===== src/rtl/dsii_pkg.sv =====
`timescale 1ns / 1ps

package dsii_pkg;

    localparam int ACTION_W = 3;
    localparam int STATUS_W = 2;

    // action codes
    localparam logic [ACTION_W-1:0] ACT_PUSH   = 3'd0;
    localparam logic [ACTION_W-1:0] ACT_POP    = 3'd1;
    localparam logic [ACTION_W-1:0] ACT_PEEK   = 3'd2;
    localparam logic [ACTION_W-1:0] ACT_INSERT = 3'd3;
    localparam logic [ACTION_W-1:0] ACT_REMOVE = 3'd4;
    localparam logic [ACTION_W-1:0] ACT_READ   = 3'd5;

    // status codes
    localparam logic [STATUS_W-1:0] ST_OK     = 2'd0;
    localparam logic [STATUS_W-1:0] ST_FULL   = 2'd1;
    localparam logic [STATUS_W-1:0] ST_EMPTY  = 2'd2;
    localparam logic [STATUS_W-1:0] ST_BADPOS = 2'd3;

    typedef enum logic [3:0] {
        S_IDLE  = 4'b0001,
        S_FETCH = 4'b0010,
        S_SHRD  = 4'b0100,
        S_SHWR  = 4'b1000
    } state_t;

endpackage


===== src/rtl/data_stack_with_indexed_insert_top.sv =====
`timescale 1ns / 1ps

// channel | handshake          | payload
// s_      | s_valid / s_ready  | s_action, s_value_in, s_position
// m_      | m_valid / m_ready  | m_value_out, m_status, m_fill_count
//
// push, errors and unknown actions: result in the cycle after the beat
// pop, peek, read: result after the S_FETCH state (one registered read of the element memory)
// insert: S_SHRD / S_SHWR loop, remove: S_FETCH, then the S_SHRD / S_SHWR loop;
//   one memory read and one write per moved element through the single port pair
// synchronous active-low reset clears the count
// s_ready is low while an item is in work or its result waits on m_ready

module data_stack_with_indexed_insert_top
    import dsii_pkg::*;
#(
    parameter int DEPTH      = 64,
    parameter int DATA_WIDTH = 32
) (
    input  logic                          aclk,
    input  logic                          aresetn,
    input  logic                          s_valid,
    output logic                          s_ready,
    input  logic [ACTION_W-1:0]           s_action,
    input  logic signed [DATA_WIDTH-1:0]  s_value_in,
    input  logic [$clog2(DEPTH+1)-1:0]    s_position,
    output logic                          m_valid,
    input  logic                          m_ready,
    output logic signed [DATA_WIDTH-1:0]  m_value_out,
    output logic [STATUS_W-1:0]           m_status,
    output logic [$clog2(DEPTH+1)-1:0]    m_fill_count
);

    localparam int CW = $clog2(DEPTH + 1);
    localparam int AW = $clog2(DEPTH);
    localparam logic [CW-1:0] DEPTH_C = CW'(DEPTH);
    localparam logic [CW-1:0] ONE_C   = CW'(1);

    logic [DATA_WIDTH-1:0] mem [DEPTH];
    logic [DATA_WIDTH-1:0] rd_data_reg;
    logic                  mem_we;
    logic [AW-1:0]         mem_waddr;
    logic [AW-1:0]         mem_raddr;
    logic [DATA_WIDTH-1:0] mem_wdata;

    state_t                state_reg, state_next;
    logic [CW-1:0]         count_reg, count_next;
    logic [CW-1:0]         idx_reg, idx_next;
    logic [CW-1:0]         pos_reg, pos_next;
    logic [ACTION_W-1:0]   act_reg, act_next;
    logic [DATA_WIDTH-1:0] word_reg, word_next;
    logic                  m_valid_reg, m_valid_next;
    logic [DATA_WIDTH-1:0] m_value_reg, m_value_next;
    logic [STATUS_W-1:0]   m_status_reg, m_status_next;

    logic                  s_fire;
    logic [CW-1:0]         idx_inc;
    logic [CW-1:0]         idx_dec;

    assign s_ready      = (state_reg == S_IDLE) && !m_valid_reg;
    assign s_fire       = s_valid && s_ready;
    assign m_valid      = m_valid_reg;
    assign m_value_out  = m_value_reg;
    assign m_status     = m_status_reg;
    assign m_fill_count = count_reg;
    assign idx_inc      = idx_reg + ONE_C;
    assign idx_dec      = idx_reg - ONE_C;

    always_ff @(posedge aclk) begin
        if (mem_we) begin
            mem[mem_waddr] <= mem_wdata;
        end
        rd_data_reg <= mem[mem_raddr];
    end

    always_comb begin
        state_next    = state_reg;
        count_next    = count_reg;
        idx_next      = idx_reg;
        pos_next      = pos_reg;
        act_next      = act_reg;
        word_next     = word_reg;
        m_valid_next  = m_valid_reg && !m_ready;
        m_value_next  = m_value_reg;
        m_status_next = m_status_reg;
        mem_we        = 1'b0;
        mem_waddr     = idx_reg[AW-1:0];
        mem_wdata     = rd_data_reg;
        mem_raddr     = idx_reg[AW-1:0];

        unique case (state_reg)
            S_IDLE: begin
                if (s_fire) begin
                    act_next      = s_action;
                    word_next     = s_value_in;
                    pos_next      = s_position;
                    m_value_next  = '0;
                    m_status_next = ST_OK;
                    unique case (s_action)
                        ACT_PUSH: begin
                            if (count_reg == DEPTH_C) begin
                                m_status_next = ST_FULL;
                            end else begin
                                mem_we     = 1'b1;
                                mem_waddr  = count_reg[AW-1:0];
                                mem_wdata  = s_value_in;
                                count_next = count_reg + ONE_C;
                            end
                            m_valid_next = 1'b1;
                        end
                        ACT_POP, ACT_PEEK: begin
                            if (count_reg == '0) begin
                                m_status_next = ST_EMPTY;
                                m_valid_next  = 1'b1;
                            end else begin
                                mem_raddr  = AW'(count_reg - ONE_C);
                                state_next = S_FETCH;
                            end
                        end
                        ACT_INSERT: begin
                            if (count_reg == DEPTH_C) begin
                                m_status_next = ST_FULL;
                                m_valid_next  = 1'b1;
                            end else if (s_position > count_reg) begin
                                m_status_next = ST_BADPOS;
                                m_valid_next  = 1'b1;
                            end else begin
                                idx_next   = count_reg;
                                state_next = S_SHRD;
                            end
                        end
                        ACT_REMOVE, ACT_READ: begin
                            if (s_position >= count_reg) begin
                                m_status_next = ST_BADPOS;
                                m_valid_next  = 1'b1;
                            end else begin
                                mem_raddr  = s_position[AW-1:0];
                                state_next = S_FETCH;
                            end
                        end
                        default: begin
                            m_valid_next = 1'b1;
                        end
                    endcase
                end
            end
            S_FETCH: begin
                m_value_next = rd_data_reg;
                if (act_reg == ACT_REMOVE) begin
                    idx_next   = pos_reg;
                    state_next = S_SHRD;
                end else begin
                    if (act_reg == ACT_POP) begin
                        count_next = count_reg - ONE_C;
                    end
                    m_valid_next = 1'b1;
                    state_next   = S_IDLE;
                end
            end
            S_SHRD: begin
                if (act_reg == ACT_INSERT) begin
                    if (idx_reg > pos_reg) begin
                        mem_raddr  = idx_dec[AW-1:0];
                        state_next = S_SHWR;
                    end else begin
                        // gap is open, drop the new word in
                        mem_we       = 1'b1;
                        mem_waddr    = pos_reg[AW-1:0];
                        mem_wdata    = word_reg;
                        count_next   = count_reg + ONE_C;
                        m_valid_next = 1'b1;
                        state_next   = S_IDLE;
                    end
                end else begin
                    if (idx_inc < count_reg) begin
                        mem_raddr  = idx_inc[AW-1:0];
                        state_next = S_SHWR;
                    end else begin
                        count_next   = count_reg - ONE_C;
                        m_valid_next = 1'b1;
                        state_next   = S_IDLE;
                    end
                end
            end
            S_SHWR: begin
                mem_we     = 1'b1;
                mem_waddr  = idx_reg[AW-1:0];
                mem_wdata  = rd_data_reg;
                idx_next   = (act_reg == ACT_INSERT) ? idx_dec : idx_inc;
                state_next = S_SHRD;
            end
            default: begin
                state_next = S_IDLE;
            end
        endcase
    end

    always_ff @(posedge aclk) begin
        if (!aresetn) begin
            state_reg   <= S_IDLE;
            count_reg   <= '0;
            m_valid_reg <= 1'b0;
        end else begin
            state_reg   <= state_next;
            count_reg   <= count_next;
            m_valid_reg <= m_valid_next;
        end
    end

    always_ff @(posedge aclk) begin
        idx_reg      <= idx_next;
        pos_reg      <= pos_next;
        act_reg      <= act_next;
        word_reg     <= word_next;
        m_value_reg  <= m_value_next;
        m_status_reg <= m_status_next;
    end

    a_count_bound: assert property (@(posedge aclk) disable iff (!aresetn)
        count_reg <= DEPTH_C)
        else $error("fill count above depth");

    a_push_count: assert property (@(posedge aclk) disable iff (!aresetn)
        s_fire && (s_action == ACT_PUSH) && (count_reg != DEPTH_C)
        |=> count_reg == $past(count_reg) + ONE_C)
        else $error("push did not advance the count");

    a_idle_hold: assert property (@(posedge aclk) disable iff (!aresetn)
        (state_reg == S_IDLE) && !s_fire |=> state_reg == S_IDLE)
        else $error("sequencer left idle without a beat");

    a_result_idle: assert property (@(posedge aclk) disable iff (!aresetn)
        m_valid_reg |-> state_reg == S_IDLE)
        else $error("result shown while sequence still running");

endmodule

===== config.mk =====
export PLATFORM = sky130hd
export DESIGN_NAME = data_stack_with_indexed_insert_top
export DESIGN_NICKNAME = d
export VERILOG_FILES = /design/src/rtl/dsii_pkg.sv /design/src/rtl/data_stack_with_indexed_insert_top.sv
export SDC_FILE = /design/constraint.sdc
export NUM_CORES = 2
export LEC_CHECK = 0
export BUFFER_PORTS_ARGS = -buffer_cell sky130_fd_sc_hd__buf_2
export CAP_MARGIN = 20
export CORE_AREA = 2 2 760 384
export CTS_BUF_LIST = sky130_fd_sc_hd__clkbuf_2 sky130_fd_sc_hd__clkbuf_4 sky130_fd_sc_hd__clkbuf_8
export DETAILED_ROUTE_END_ITERATION = 8
export DIE_AREA = 0 0 762 386
export PLACE_DENSITY_LB_ADDON = 0.08
export RECOVER_POWER = 50
export SLEW_MARGIN = 40
export SYNTH_ARGS = -nofsm -noshare
export SYNTH_HDL_FRONTEND = slang
export SYNTH_SLANG_ARGS = --single-unit

===== constraint.sdc =====
create_clock -name aclk -period 4.7 [get_ports aclk]
set_clock_uncertainty 0.1 [all_clocks]
set_input_delay 0.47 -clock aclk [delete_from_list [all_inputs] [get_ports aclk]]
set_output_delay 0.47 -clock aclk [all_outputs]
set_load 0.05 [all_outputs]

==> results.toml <==
[clock_tree]
cts_made_buffers = 338
htreeDepth = 5
cts_tree = "built"
cts.sinks = 2175
clk_pin_slew_worst_paths_ps = 70
clock_latency_ps = 1020
root_buffer = "clkbuf_8"
cts_max_path_buffers = 4

[floorplanning]
initial_core_util = 0.298
core_region_area_um2 = 289000
row_count = 140
ios = 89
die_x_um = 762
die_h_um = 386
dieArea_um2 = 294000

[sta]
tightest_slew_ps = 1520
fin_crit_sh = 1.10
drv_slew = 43
hold_viol = 0
setup_viol = 32
finalCriticalPeriod_ps = 5160
totalNegativeSetupSlack_ps = -9750
grt_setup_unrepaired = "yes"
finalWorstSetupSlack_ps = -461
fmax_mhz = 194
hold_slack_ps = 119
slew_headroom = -0.0104

[route]
ant_nets = 0
wirelength_mm = 337
wl_per_cell_um = 30.6
drt_iter0_markers = 6875
firstDrtPassIters = 6
drc = 0
vias = 56900
vias_per_cell = 5.17

[critical_path]
worstPathMaxFanout = 10
cp-end-kind = "flop"
cp.arrival_ps = 5940
r2r_cells = 24
start_kind = "flop"
worstPathRequired_ps = 5480
crit_type = "flop to flop"
rrSetupSlack_ps = -460

[synth]
ys.flop_type = "edfxtp_1"
ys_async_sr_fraction = 0
synthCells = 5681
synth_top_cell_by_area = "edfxtp_1"
syn-cell-area_um2 = 85800
synth-edff-count = 2131
synth-seq-area-share = 0.756
synth.top_cell.area_share = 0.746
synth_area_leaders = "edfxtp_1 75%, nand2_1 5.0%, mux2i_1 3.8%"
syn-num-nets = 5751
ys_types = 76
yosys_warnings = 0
ys_ff_latch = 2175
avgSynthCellArea_um2 = 15.1

[outcome]
status = "finished, violations left"
violations = "max-capacitance violations, max-slew violations, negative setup slack"

[global_route]
grt_pass1_vias = 54400
grt_pass1_wl_mm = 459
antenna_found_initial = 44
grt_use_total = 0.224
grt_overflow = 0
grt_max_degree = 65

[finish]
nNetsFinal = 6985
largest_reg_flops = 2048
fill_cells = 27000
area_delta_synth_final_pct = 29.7
drive_gt1_frac = 0.286
final-seq-area_um2 = 64900
top_register = "mem"
final_util = 0.386
multi_input_area_um2 = 21500

[flow_run]
maxCapViolCount = 2

[placed_design]
io_buffer_count = 88
dp_slack_ps = -784
dp_hpwl_mm = 223
gp_congestion = 0.849

[pwr]
irDropWorstVdd_uv = 473
p_leak_nw = 38.6
power.density_nw_per_um2 = 763

[min_path]
hold_depth = 2
hp-class = "input pin to flop"
==> power breakdown <==
part	leakage [nW]	switching, mW	internal [mW]	total [mW]
Combinational	15.4	26.4	16.7	43.1
Clock	3.45	7.94	8.19	16.1
Sequential	19.7	0.667	25.0	25.7
==> stage by stage <==
step	std cells	area, um2	total power, mW
floorplan	5681	85800	41.6
detailed placement	10200	101000	64.1
finish	11000	111000	84.9
CTS	10900	110000	83.8
global route	11000	111000	88.4
global placement	10200	101000	64.0
==> synthesized netlist by cell type, drive strengths merged (44+ instances only) <==
library cell  count
a21oi           189
and2             46
edfxtp         2131
a221oi           96
nand2          1141
a22oi           104
o22ai           185
dfxtp            44
nand4            50
a211oi          102
o21ai           106
mux2i           322
clkbuf          206
o211ai           64
mux4             63
buf             151
nor2            140
nand3           209
==> layout make-up <==
| type | count | share of cell area |
|---|---|---|
| Inverter | 22 | 0.000742 |
| Antenna cell | 13 | 0.000292 |
| Timing Repair Buffer | 1251 | 0.121 |
| Sequential cell | 2175 | 0.583 |
| Multi-Input combinational cell | 3127 | 0.194 |
| Clock inverter | 117 | 0.00560 |
| Tap cell | 3834 | 0.0431 |
| Clock buffer | 477 | 0.0526 |
==> placed cells by master (no fill, tap or decap), types with 22 or more instances in the layout <==
master            n
a211oi_1         97
a22oi_2          35
dfxtp_1          40
clkbuf_1         93
clkbuf_4        127
or3_1            32
buf_4           688
nand3_1         201
o21ai_0          94
nand2_1        1124
mux2i_1         276
a21oi_1         174
o211ai_1         64
mux2i_2          25
o22ai_1         154
a221oi_1         49
mux4_2           63
a22oi_1          69
clkinv_2         37
o22ai_2          25
a221oi_2         46
ha_1             22
o31ai_1          31
edfxtp_1       2131
clkbuf_8        365
dlygate4sd3_1    59
nor2_4           76
buf_6            56
nand4_1          49
clkinv_1         64
and2_0           31
buf_12          258
nor2_1           60
==> cell families after synthesis <==
kind of cell             Yosys count  synth area share
multiplexers                     385            0.0541
buffers and inverters            379            0.0194
AND/OR/NAND/NOR                 1707            0.0862
flip-flops                      2175             0.756
adder cells (fa/ha/maj)           24           0.00350
AO/OA/AOI/OAI                    991            0.0790
XOR/XNOR                          20           0.00204
==> worst max-delay path: stages, from the launching register on <==
cell and delay, ps:
edfxtp_1 370, buf_4 200, nand3_2 130, nor2_2 180
xor2_1 230, ha_1 300, nand2_4 80, o211ai_1 130
buf_4 180, a21oi_4 130, o211ai_1 110, buf_4 160
o2111a_4 230, buf_4 180, buf_6 110, buf_12 140
buf_12 130, buf_16 150, buf_16 160, nand2_1 70
nand3_1 80, a21oi_1 450, o311ai_0 260, buf_4 220
or4b_4 510
==> path summary, 6_finish.rpt <==
kind,startpoint,endpoint
worst max register to register,idx_reg[0]$_DFFE_PP_,rd_data_reg[10]$_DFF_P_
worst min register to register,rd_data_reg[13]$_DFF_P_,m_value_out[13]$_SDFFCE_PN0P_
worst min-delay path,s_value_in[19],word_reg[19]$_DFFE_PP_
worst max-delay path,idx_reg[0]$_DFFE_PP_,rd_data_reg[10]$_DFF_P_
==> per-layer routing <==
layer  share of wire  vias up  track usage
met1            0.53    29700        0.380
met4           0.016       10       0.0361
met5         0.00015        -            0
met2            0.37     2279        0.281
met3           0.089      357       0.0504
li1                -    24600            -
==> what timing repair did <==
action / CTS / global route
pin swaps: 83 / 124
resized for setup: 247 / 190
cloned: 13 / 12
setup buffers: 88 / 68
endpoints found under the setup margin: 288 / 620
hold buffers: 59 / 0
hold endpoints to repair: 84 / 0
(Power assumes the default switching activity.)
